===== src/hdl/ipc_pkg.sv =====
// ----------------------------------------------------------------------------
// Interrupt priority controller package
// Shared commands, register indexes, vector bases and cell interface types.
// ----------------------------------------------------------------------------
package ipc_pkg;

  typedef enum logic [1:0] {
    CMD_SET_LINE  = 2'd0,
    CMD_POST_EXC  = 2'd1,
    CMD_POST_TRAP = 2'd2,
    CMD_EVALUATE  = 2'd3
  } ipc_cmd_e;

  localparam int unsigned CFG_ADDR_W = 3;
  localparam int unsigned CFG_DATA_W = 8;

  typedef enum logic [CFG_ADDR_W-1:0] {
    REG_PORT_IRQ_EN = 3'd0,
    REG_PRIORITY_A  = 3'd1,
    REG_PRIORITY_B  = 3'd2,
    REG_PRIORITY_C  = 3'd3,
    REG_PRIORITY_D  = 3'd4
  } ipc_reg_e;

  localparam int unsigned IN_TDATA_W  = 32;
  localparam int unsigned IN_TUSER_W  = 2;
  localparam int unsigned OUT_TDATA_W = 40;

  localparam logic [5:0] VEC_EXC_BASE = 6'd15;
  localparam logic [5:0] VEC_SRC_BASE = 6'd19;
  localparam logic [2:0] NMI_LEVEL    = 3'd7;
  localparam int unsigned TRACE_BIT   = 15;
  localparam int unsigned MASK_LSB    = 8;
  localparam int unsigned IRQ0_EN_BIT = 5;
  localparam int unsigned IRQ1_EN_BIT = 6;

  typedef struct packed {
    logic [7:0] port_irq_enable;
    logic [7:0] priority_a;
    logic [7:0] priority_b;
    logic [7:0] priority_c;
    logic [7:0] priority_d;
  } ipc_cfg_t;

  // Per-cell control from the top level.
  typedef struct packed {
    logic set_line;
    logic clr_line;
    logic eval;
    logic qualify;
    logic clear_on_hit;
  } ipc_cell_ctrl_t;

  // Priority level of a line; zero for gated-off or unassigned lines.
  function automatic logic [2:0] line_level(input logic [4:0] idx, input ipc_cfg_t cfg);
    logic [2:0] lvl;
    lvl = 3'd0;
    unique case (idx)
      5'd0: lvl = NMI_LEVEL;
      5'd1: lvl = cfg.port_irq_enable[IRQ0_EN_BIT] ? cfg.priority_a[6:4] : 3'd0;
      5'd2: lvl = cfg.port_irq_enable[IRQ1_EN_BIT] ? cfg.priority_a[2:0] : 3'd0;
      5'd3, 5'd4, 5'd5:    lvl = cfg.priority_b[6:4];
      5'd6, 5'd7, 5'd8:    lvl = cfg.priority_b[2:0];
      5'd9, 5'd10, 5'd11:  lvl = cfg.priority_c[6:4];
      5'd12, 5'd13, 5'd14: lvl = cfg.priority_c[2:0];
      5'd15:               lvl = cfg.priority_d[2:0];
      5'd16, 5'd17:        lvl = cfg.priority_d[6:4];
      default:             lvl = 3'd0;
    endcase
    return lvl;
  endfunction

endpackage


===== src/hdl/ipc_cell.sv =====
// ----------------------------------------------------------------------------
// Interrupt priority controller cell
// One pending bit with a grant link in the priority chain.
// ----------------------------------------------------------------------------
module ipc_cell (
  input  logic                    clk_i,
  input  logic                    rst_ni,
  input  ipc_pkg::ipc_cell_ctrl_t ctrl_i,
  input  logic                    blocked_i,
  output logic                    blocked_o,
  output logic                    hit_o
);
  import ipc_pkg::*;

  logic pend_q, pend_d;
  logic active;

  assign active    = pend_q & ctrl_i.qualify & ctrl_i.eval;
  assign hit_o     = active & ~blocked_i;
  assign blocked_o = blocked_i | active;

  always_comb begin
    pend_d = pend_q;
    if (ctrl_i.set_line) begin
      pend_d = 1'b1;
    end else if (ctrl_i.clr_line || (hit_o && ctrl_i.clear_on_hit)) begin
      pend_d = 1'b0;
    end
  end

  always_ff @(posedge clk_i or negedge rst_ni) begin
    if (!rst_ni) begin
      pend_q <= 1'b0;
    end else begin
      pend_q <= pend_d;
    end
  end

endmodule


===== src/hdl/interrupt_priority_controller_core.sv =====
// The result for an accepted input word is registered and shows on m_tdata in the next cycle.
// Throughput: one word per cycle; the output register lets a new word in
// whenever the result register is empty or being drained in the same cycle.
// Grant selection ripples through two rows of cells (traps, then request lines).
// Reset clears all pending traps, the waiting exception, request lines and
// configuration registers; no clearing pass is needed.
// ----------------------------------------------------------------------------
// Interrupt priority controller core
// Trap, exception, NMI and source arbitration against the status mask.
// ----------------------------------------------------------------------------
module interrupt_priority_controller_core #(
  parameter int unsigned TRAP_COUNT   = 16,
  parameter int unsigned SOURCE_COUNT = 18
) (
  input  logic                                clk_i,
  input  logic                                rst_ni,
  // configuration write port
  input  logic                                cfg_we_i,
  input  logic [ipc_pkg::CFG_ADDR_W-1:0]      cfg_addr_i,
  input  logic [ipc_pkg::CFG_DATA_W-1:0]      cfg_wdata_i,
  // input word
  input  logic                                s_tvalid,
  output logic                                s_tready,
  // source[4:0], request[5], exception_code[7:6], trap_number[11:8],
  // status_word[27:12], zero fill [31:28]
  input  logic [ipc_pkg::IN_TDATA_W-1:0]      s_tdata,
  // command[1:0]
  input  logic [ipc_pkg::IN_TUSER_W-1:0]      s_tuser,
  // result word
  output logic                                m_tvalid,
  input  logic                                m_tready,
  // taken[0], vector_code[6:1], saved_status[22:7], new_status[38:23],
  // wake[39]
  output logic [ipc_pkg::OUT_TDATA_W-1:0]     m_tdata
);
  import ipc_pkg::*;

  // Unpack the input word.
  ipc_cmd_e    cmd;
  logic [4:0]  in_source;
  logic        in_request;
  logic [1:0]  in_exc;
  logic [3:0]  in_trap;
  logic [15:0] in_status;
  logic [2:0]  cur_mask;
  logic        accept;
  logic        do_eval;

  assign cmd        = ipc_cmd_e'(s_tuser);
  assign in_source  = s_tdata[4:0];
  assign in_request = s_tdata[5];
  assign in_exc     = s_tdata[7:6];
  assign in_trap    = s_tdata[11:8];
  assign in_status  = s_tdata[27:12];
  assign cur_mask   = in_status[MASK_LSB+:3];
  assign accept     = s_tvalid & s_tready;
  assign do_eval    = accept && (cmd == CMD_EVALUATE);

  // Configuration registers: write-only, unknown indexes are dropped.
  ipc_cfg_t cfg_q;

  always_ff @(posedge clk_i or negedge rst_ni) begin
    if (!rst_ni) begin
      cfg_q <= '0;
    end else if (cfg_we_i) begin
      unique case (cfg_addr_i)
        REG_PORT_IRQ_EN: cfg_q.port_irq_enable <= cfg_wdata_i;
        REG_PRIORITY_A:  cfg_q.priority_a      <= cfg_wdata_i;
        REG_PRIORITY_B:  cfg_q.priority_b      <= cfg_wdata_i;
        REG_PRIORITY_C:  cfg_q.priority_c      <= cfg_wdata_i;
        REG_PRIORITY_D:  cfg_q.priority_d      <= cfg_wdata_i;
        default: ;
      endcase
    end
  end

  // Trap row: lowest pending trap wins and is cleared on grant.
  logic [TRAP_COUNT:0]   trap_blk;
  logic [TRAP_COUNT-1:0] trap_hit;
  logic                  trap_any;

  assign trap_blk[0] = 1'b0;
  assign trap_any    = trap_blk[TRAP_COUNT];

  for (genvar t = 0; t < TRAP_COUNT; t++) begin : g_trap
    ipc_cell_ctrl_t ctrl;
    always_comb begin
      ctrl.set_line     = accept && (cmd == CMD_POST_TRAP) && (in_trap == 4'(t));
      ctrl.clr_line     = 1'b0;
      ctrl.eval         = do_eval;
      ctrl.qualify      = 1'b1;
      ctrl.clear_on_hit = 1'b1;
    end
    ipc_cell u_cell (
      .clk_i     (clk_i),
      .rst_ni    (rst_ni),
      .ctrl_i    (ctrl),
      .blocked_i (trap_blk[t]),
      .blocked_o (trap_blk[t+1]),
      .hit_o     (trap_hit[t])
    );
  end

  // Waiting exception: replaced on post, consumed when it wins. Code zero
  // means none, so posting zero drops a waiting one.
  logic [1:0] exc_q, exc_d;
  logic       exc_hit;

  assign exc_hit = do_eval && !trap_any && (exc_q != 2'd0);

  always_comb begin
    exc_d = exc_q;
    if (accept && (cmd == CMD_POST_EXC)) begin
      exc_d = in_exc;
    end else if (exc_hit) begin
      exc_d = 2'd0;
    end
  end

  always_ff @(posedge clk_i or negedge rst_ni) begin
    if (!rst_ni) begin
      exc_q <= 2'd0;
    end else begin
      exc_q <= exc_d;
    end
  end

  // Request-line row: line 0 is NMI (always qualifies at level 7), the
  // rest qualify when their level is above the current mask. Lines stay
  // level sensitive and are never cleared by a grant.
  logic [SOURCE_COUNT:0]   src_blk;
  logic [SOURCE_COUNT-1:0] src_hit;
  logic [2:0]              src_lvl [SOURCE_COUNT];

  assign src_blk[0] = trap_any | exc_hit;

  for (genvar s = 0; s < SOURCE_COUNT; s++) begin : g_src
    ipc_cell_ctrl_t ctrl;
    logic           line_sel;
    assign src_lvl[s] = line_level(5'(s), cfg_q);
    assign line_sel   = accept && (cmd == CMD_SET_LINE) && (in_source == 5'(s));
    always_comb begin
      ctrl.set_line     = line_sel & in_request;
      ctrl.clr_line     = line_sel & ~in_request;
      ctrl.eval         = do_eval;
      ctrl.qualify      = (s == 0) ? 1'b1 : (cur_mask < src_lvl[s]);
      ctrl.clear_on_hit = 1'b0;
    end
    ipc_cell u_cell (
      .clk_i     (clk_i),
      .rst_ni    (rst_ni),
      .ctrl_i    (ctrl),
      .blocked_i (src_blk[s]),
      .blocked_o (src_blk[s+1]),
      .hit_o     (src_hit[s])
    );
  end

  // Build the result from the one-hot grants.
  logic        src_any;
  logic        taken;
  logic [5:0]  vec_code;
  logic [2:0]  new_mask;
  logic [15:0] new_status;
  logic [OUT_TDATA_W-1:0] result;

  assign src_any = |src_hit;
  assign taken   = trap_any | exc_hit | src_any;

  always_comb begin
    vec_code = 6'd0;
    new_mask = 3'd0;
    for (int unsigned i = 0; i < TRAP_COUNT; i++) begin
      if (trap_hit[i]) vec_code |= 6'(i);
    end
    if (exc_hit) vec_code |= VEC_EXC_BASE + 6'(exc_q);
    for (int unsigned i = 0; i < SOURCE_COUNT; i++) begin
      if (src_hit[i]) begin
        vec_code |= VEC_SRC_BASE + 6'(i);
        new_mask |= src_lvl[i];
      end
    end
  end

  always_comb begin
    new_status            = in_status;
    new_status[TRACE_BIT] = 1'b0;
    if (src_any) new_status[MASK_LSB+:3] = new_mask;
  end

  assign result = taken ? {1'b1, new_status, in_status, vec_code, 1'b1} : '0;

  // Output register: refill while draining.
  logic                   out_vld_q;
  logic [OUT_TDATA_W-1:0] out_data_q;

  assign s_tready = ~out_vld_q | m_tready;
  assign m_tvalid = out_vld_q;
  assign m_tdata  = out_data_q;

  always_ff @(posedge clk_i or negedge rst_ni) begin
    if (!rst_ni) begin
      out_vld_q <= 1'b0;
    end else if (accept) begin
      out_vld_q <= 1'b1;
    end else if (m_tready) begin
      out_vld_q <= 1'b0;
    end
  end

  always_ff @(posedge clk_i) begin
    if (accept) out_data_q <= result;
  end

endmodule


===== config.mk =====
export PLATFORM = sky130hd
export DESIGN_NAME = interrupt_priority_controller_core
export DESIGN_NICKNAME = d
export VERILOG_FILES = /design/src/hdl/ipc_pkg.sv /design/src/hdl/ipc_cell.sv /design/src/hdl/interrupt_priority_controller_core.sv
export SDC_FILE = /design/constraint.sdc
export NUM_CORES = 1
export LEC_CHECK = 0
export BUFFER_PORTS_ARGS = -buffer_cell sky130_fd_sc_hd__buf_2
export CORE_MARGIN = 5
export CORE_UTILIZATION = 51
export DETAILED_ROUTE_END_ITERATION = 7
export GPL_TIMING_DRIVEN = 0
export MAX_ROUTING_LAYER = met4
export PLACE_DENSITY = 0.77
export SYNTH_ARGS = -nofsm -noshare
export SYNTH_HDL_FRONTEND = slang
export SYNTH_SLANG_ARGS = --single-unit

===== constraint.sdc =====
create_clock -name clk_i -period 3 [get_ports clk_i]
set_input_delay 0.45 -clock clk_i [delete_from_list [all_inputs] [get_ports clk_i]]
set_output_delay 0.45 -clock clk_i [all_outputs]
set_load 0.02 [all_outputs]

==> results.ini, run 1 <==
[floorplan]
ios=92
dieHeight_um=110
floorplan.die.width_um=110
initial_core_util_pct=52.1
rows=36
die-area_mm2=0.0120
core_area_mm2=0.00973

[drt]
viasPerCell=5.98
drtPass1Iterations=5
antenna_left=0
route.detailed.drc=0
routed-wl-met3_um=1240
wirelength_um=13800
drt_iter0_markers=255
top_layer=met4
dr_wl_met2_um=6360
wl_per_cell_um=18.1
vias=4539
met1_length_um=5840

[power_and_ir_drop]
cellPowerDensity_mw_per_mm2=528
p_leak_uw=0.00263
ir_drop_mv=0.210

[place]
place_congestion=0.968
portBuffers=83
hpwl_um=10500
dp_slack_ps=-543
place_area_mm2=0.00565

[cts]
cts-root-buf=clkbuf_8
cts.path.max_buffers=2
clkTransAtPathRegs_ps=90
cts_tree=built
ctsHtreeMaxLevel=3
numCtsBuffers=9
cts.sinks=89
insertion_delay_ps=380

[final_layout]
syn_to_final_growth_pct=20.2
nets=688
drive_gt1_share_pct=30.4
n_antenna_cell=0
stdcell_area_mm2=0.00609
fill_cells=818

[synth]
synth_top_area_share_pct=31.1
synth_cell_types=67
ys_seq_area_share_pct=46.5
synth_edf_count=26
async_flop_share_pct=70.8
synth_area_mm2=0.00507
ys_seq_elements=89
synth_top_flop_cell=dfrtp_1
yosysTopAreaCell=dfrtp_1
syn_avg_cell_area_um2=9.82
yosys-top-cells-area=dfrtp_1 31%, edfxtp_1 15%, mux2_2 6.0%
synth.most_common_cell=dfrtp_1
yosys_warnings=0
synthesis.nets=583
synth_commonest_cells=63 x dfrtp_1, 51 x nand2_1, 40 x o21ai_0
syn_inst=516

[sta]
period_share_pct=98.9
clock.fmax_mhz=337
hold_viol_final=0
period_needed_ps=2970
slew_viol_final=0
worst_pin_slew_ps=996
worst_slack_ps=32.9
fin_skew_ps=9.56
setup_viol=0
worst_slew_margin_rel_pct=33.1

[critical_path]
crit_type=flip-flop to flip-flop
end_kind=flip-flop
cp.required_ps=3120
critPathMaxFanout=5
worstPathArrival_ps=3090
critPathLaunchType=flip-flop
ff2ff_setup_slack_ps=30

[min_path]
hp-class=primary input to asynchronous set/reset pin

[grt]
grt_pass1_wl_um=21200
track_usage_pct=23.7
grt_max_degree=64
grt_pass1_vias=4209
grt-ovfl-total=0
antenna_found_initial=0

[flow_run]
cap_violations=0

[status]
outcome=finished, final reports clean

[metrics by stage]
step / hold slack (ps) / util (%) / TNS [ps] / cells / power (uW)
after global routing: 226 / 62.6 / -15.1 / 759 / 3380
final: 146 / 62.6 / 0 / 759 / 3210
after floorplan: 154 / - / 0 / 516 / 2050
after global placement: 497 / 58.1 / -8040 / 732 / 2290
after CTS: 274 / 60.9 / 0 / 755 / 3160
after detailed placement: 497 / 58.1 / -8770 / 732 / 2330
[cell families after synthesis]
logic type	Yosys count	share of synthesized area, %
AOI/OAI and AO/OA	116	15.7
adders and majority gates	17	4.20
DFF	89	46.5
other	1	0.0740
and+or+nand+nor	207	21.7
muxes	29	6.39
buffers and inverters	57	5.36
[sequential cells by signal, indices dropped and copies added (netlist names)]
signal / flops
g_src.u_cell.pend_q: 18
cfg_q: 26
g_trap.u_cell.pend_q: 16
m_tvalid: 1
exc_q: 2
m_tdata: 26
[worst max-delay path, stage by stage, from the launching register on]
cell and delay, ps:
dfrtp_2 410, nand2_2 80, ha_4 170, and4bb_1 260, nor2_2 60, or4b_1 560
buf_6 160, a21oi_4 200, buf_4 140, buf_4 90, buf_4 110, a211oi_1 50
a311oi_1 320, nand3_1 120
[what timing repair did]
item	CTS	global route
buffers inserted	7	4
pin swaps	4	8
hold buffers	0	0
endpoints found under the hold margin	0	0
setup endpoints to repair	21	21
gates resized for setup	8	29
[per-layer routing]
metal	track usage, %	up-vias
met5	-	-
met4	7.12	0
met3	4.87	37
met2	37.4	206
met1	31.0	2191
li1	-	2105
[final timing paths]
check / from / end / depth (start not counted)
min reg2reg: cfg_q[9] / cfg_q[9] / 1
min: rst_ni / g_trap[13].u_cell.pend_q / 1
max: cfg_q[38] / m_tdata[32] / 13
max in group asynchronous: rst_ni / cfg_q[38] / 1
max reg2reg: cfg_q[38] / m_tdata[32] / 13
min in group clk_i: s_tdata[6] / exc_q[0] / 3
[placed cells by master, fill, tap and decap left out, types with 6 or more instances in the layout]
master / netlist / routed
clkbuf_8: 0 / 9
buf_4: 14 / 26
a21oi_1: 12 / 12
edfxtp_1: 26 / 26
nand3_1: 13 / 12
mux2_2: 27 / 27
nand2_1: 51 / 50
a221oi_1: 7 / 7
o31ai_1: 6 / 6
nor2_1: 38 / 37
or3_1: 7 / 7
nor3_1: 21 / 17
nand2b_1: 7 / 7
nor2b_1: 20 / 19
nand4_1: 7 / 7
o211ai_1: 6 / 6
dfrtp_1: 63 / 62
inv_1: 33 / 33
ha_1: 17 / 16
buf_2: 4 / 83
o21ai_0: 40 / 39
[where the power goes]
group,switching (uW),internal (uW),total (uW)
Sequential,166,1420,1590
Combinational,466,328,794
Clock,447,383,830
Total,1080,2140,3210
[area by class of cell]
type	instances	area, um2	share of cell area [%]
buffer	24	164	2.69
clock buffer	9	124	2.03
clock inverter	7	70.1	1.15
inverter	33	124	2.03
multi-input combinational	370	2580	42.4
sequential	89	2360	38.7
tap	133	166	2.73
timing repair buffer	94	504	8.28
No activity file was read; power rests on OpenSTA's default activity.
==> inputs of run 2 (changes only) <==
- PLACE_DENSITY: 0.77 -> default
- PLACE_DENSITY_LB_ADDON: default -> 0.12
- RECOVER_POWER: default -> 100
==> run 2 against run 1 <==
Compared with the run above: the flow now finishes with violations (DRC, capacitance limit, slew limit); largest cell class unchanged; via count is 3.3% lower; critical path depth is 1 lower; global-route usage is 0.22 points higher; register-to-register slack better by 30 ps; first-iteration DRC count is 39% higher; critical endpoint is now m_tdata[1]; flip-flop and latch count stayed put.
==> results.ini, run 2 (synthesis gave the netlist of run 1 again) <==
[sta]
worst_pin_slew_ps=1630  ; was 996 ps
worst_slew_margin_rel_pct=-8.55  ; was 33.1%
fin_skew_ps=11.3  ; was 9.56 ps
finalSetupTns_ps=0  ; unchanged
hold_viol_final=0  ; unchanged
period_needed_ps=2940  ; was 2970 ps
clock.fmax_mhz=340  ; was 337 MHz
setup_viol=0  ; unchanged
slew_viol_final=64  ; was 0
period_share_pct=97.9  ; was 98.9%

[cts]
clkTransAtPathRegs_ps=80  ; was 90 ps
cts-root-buf=clkbuf_8  ; unchanged
ctsHtreeMaxLevel=3  ; unchanged
cts_tree=built  ; unchanged
insertion_delay_ps=360  ; was 380 ps
postCtsHoldBufs=0  ; unchanged
cts.path.max_buffers=2  ; unchanged
numCtsBuffers=9  ; unchanged
cts.sinks=89  ; unchanged

[drt]
wl_per_cell_um=18.1  ; about the same
wirelength_um=13700  ; was 13800 um
drtPass1Iterations=7  ; was 5
route.detailed.drc=1  ; was 0
drt_iter0_markers=354  ; was 255
vias=4387  ; was 4539
viasPerCell=5.79  ; was 5.98
antenna_left=0  ; unchanged

[grt]
antenna_found_initial=0  ; unchanged
grt_pass1_wl_um=21200  ; about the same
grt_max_degree=64  ; unchanged
track_usage_pct=23.9  ; was 23.7%
grt-ovfl-total=0  ; unchanged
grt_pass1_vias=4145  ; was 4209

[critical_path]
cpPeakStageDelay_ps=480  ; was 560 ps
cpMaxStageDelayCell=or4b_1  ; unchanged
crit_chain=buf_4, nand2_1, ha_1, o21ai_2, nor2_2, or4b_1, buf_6, a21oi_4, buf_6, or2_2, o2111ai_2, a2111o_1  ; was nand2_2, ha_4, and4bb_1, nor2_2, or4b_1, buf_6, a21oi_4, buf_4, buf_4, buf_4, a211oi_1, a311oi_1, nand3_1
critPathLaunchType=flip-flop  ; unchanged
critPathMaxFanout=4  ; was 5
crit_path_frequent_cell=buf_6  ; was buf_4
end_kind=flip-flop  ; unchanged
crit_type=flip-flop to flip-flop  ; unchanged
cp.required_ps=3100  ; was 3120 ps
worstPathArrival_ps=3040  ; was 3090 ps

[floorplan]
rows=36  ; unchanged
ios=92  ; unchanged
floorplan.die.width_um=110  ; unchanged
dieHeight_um=110  ; unchanged
initial_core_util_pct=52.1  ; unchanged
core_area_mm2=0.00973  ; unchanged
die-area_mm2=0.0120  ; unchanged

[flow_run]
cap_violations=1  ; was 0

[status]
failed_checks=DRC, capacitance limit, slew limit
outcome=complete, but fails checks  ; was finished, final reports clean

[power_and_ir_drop]
ir_drop_mv=0.252  ; was 0.210 mV
cellPowerDensity_mw_per_mm2=517  ; was 528 mW/mm2
p_total_uw=3110  ; was 3210 uW
p_leak_uw=0.00250  ; was 0.00263 uW

[place]
portBuffers=83  ; unchanged
hpwl_um=10500  ; about the same
place_congestion=0.973  ; was 0.968

[final_layout]
multi_input_area_mm2=0.00259  ; was 0.00258 mm2
n_antenna_cell=0  ; unchanged
regArea_mm2=0.00236  ; unchanged
mostFrequentLayoutCells=62 x dfrtp_1, 51 x nand2_1, 48 x clkbuf_1, 43 x buf_2, 39 x o21ai_0  ; was 83 x buf_2, 62 x dfrtp_1, 50 x nand2_1, 39 x o21ai_0, 37 x nor2_1
syn_to_final_growth_pct=18.9  ; was 20.2%
layout_commonest_cell=dfrtp_1  ; was buf_2
nets=687  ; was 688
fill_cells=865  ; was 818
drive_gt1_share_pct=23.0  ; was 30.4%

[min_path]
hp-class=primary input to flip-flop  ; was primary input to asynchronous set/reset pin

-- run 2: cell types whose count changed in the layout (fill, tap and decap cells not counted), moves of 2 or more --
| cell | change |
|---|---|
| nor3_4 | +3 |
| clkbuf_8 | +2 |
| buf_4 | -2 |
| clkbuf_1 | +44 |
| nor3_2 | -3 |
| clkinvlp_4 | -2 |
| buf_2 | -40 |
-- run 2: power by group --
group	internal, uW	total (uW)	switching (uW)
Combinational	316	775	459
Clock	348	752	404
Sequential	1420	1590	162
Total	2090	3110	1020
-- run 2: repair_timing --
action,in CTS,in global routing
buffers inserted,7,3
pin swaps,3,6
setup endpoints to repair,24,24
resized for setup,12,28
-- run 2: per-layer routing --
layer | vias up | track usage (%) | wire, um
li1 | 2115 | - | -
met1 | 2069 | 31.7 | 6020
met2 | 181 | 36.5 | 6260
met3 | 22 | 4.40 | 1140
met4 | 0 | 9.53 | 299
met5 | - | - | 0
-- run 2: final timing paths --
kind                       startpoint                 endpoint  slack [ps]  cells past startpoint
hold reg to reg              cfg_q[9]                 cfg_q[9]         530                      1
setup reg to reg            cfg_q[38]               m_tdata[1]          60                     12
hold / removal             s_tdata[7]                 exc_q[1]         310                      3
min in group asynchronous      rst_ni  g_trap[1].u_cell.pend_q         480                      1
max in group asynchronous      rst_ni                cfg_q[38]        1420                      1
setup / recovery            cfg_q[38]               m_tdata[1]          60                     12
-- run 2: cell type report --
type,count,share of cell area (%)
Buffer,24,2.72
Clock buffer,14,2.70
Clock inverter,2,0.228
Inverter,33,2.06
Multi-Input combinational cell,370,43.1
Sequential cell,89,39.1
Tap cell,133,2.76
Timing Repair Buffer,93,7.35
-- run 2: worst max-delay path, delay by kind of cell, from the launching register on --
| kind | cells | cell delay [ps] |
|---|---|---|
| adder cells (fa/ha/maj) | 1 | 230 |
| AND/OR/NAND/NOR | 4 | 730 |
| AO/OA/AOI/OAI | 4 | 840 |
| flip-flops | 1 | 430 |
| buffers and inverters | 3 | 440 |
-- run 2: per-stage QoR --
stage	util, %	area, um2	std cells	setup WS (ps)	hold slack [ps]
floorplan	-	5070	516	50.3	154
finish	61.9	6030	758	62.1	313
detailed placement	58.1	5650	732	-563	509
global route	61.9	6030	758	-1.48	332
CTS	61.0	5930	755	0.131	308
global placement	58.1	5650	732	-591	493
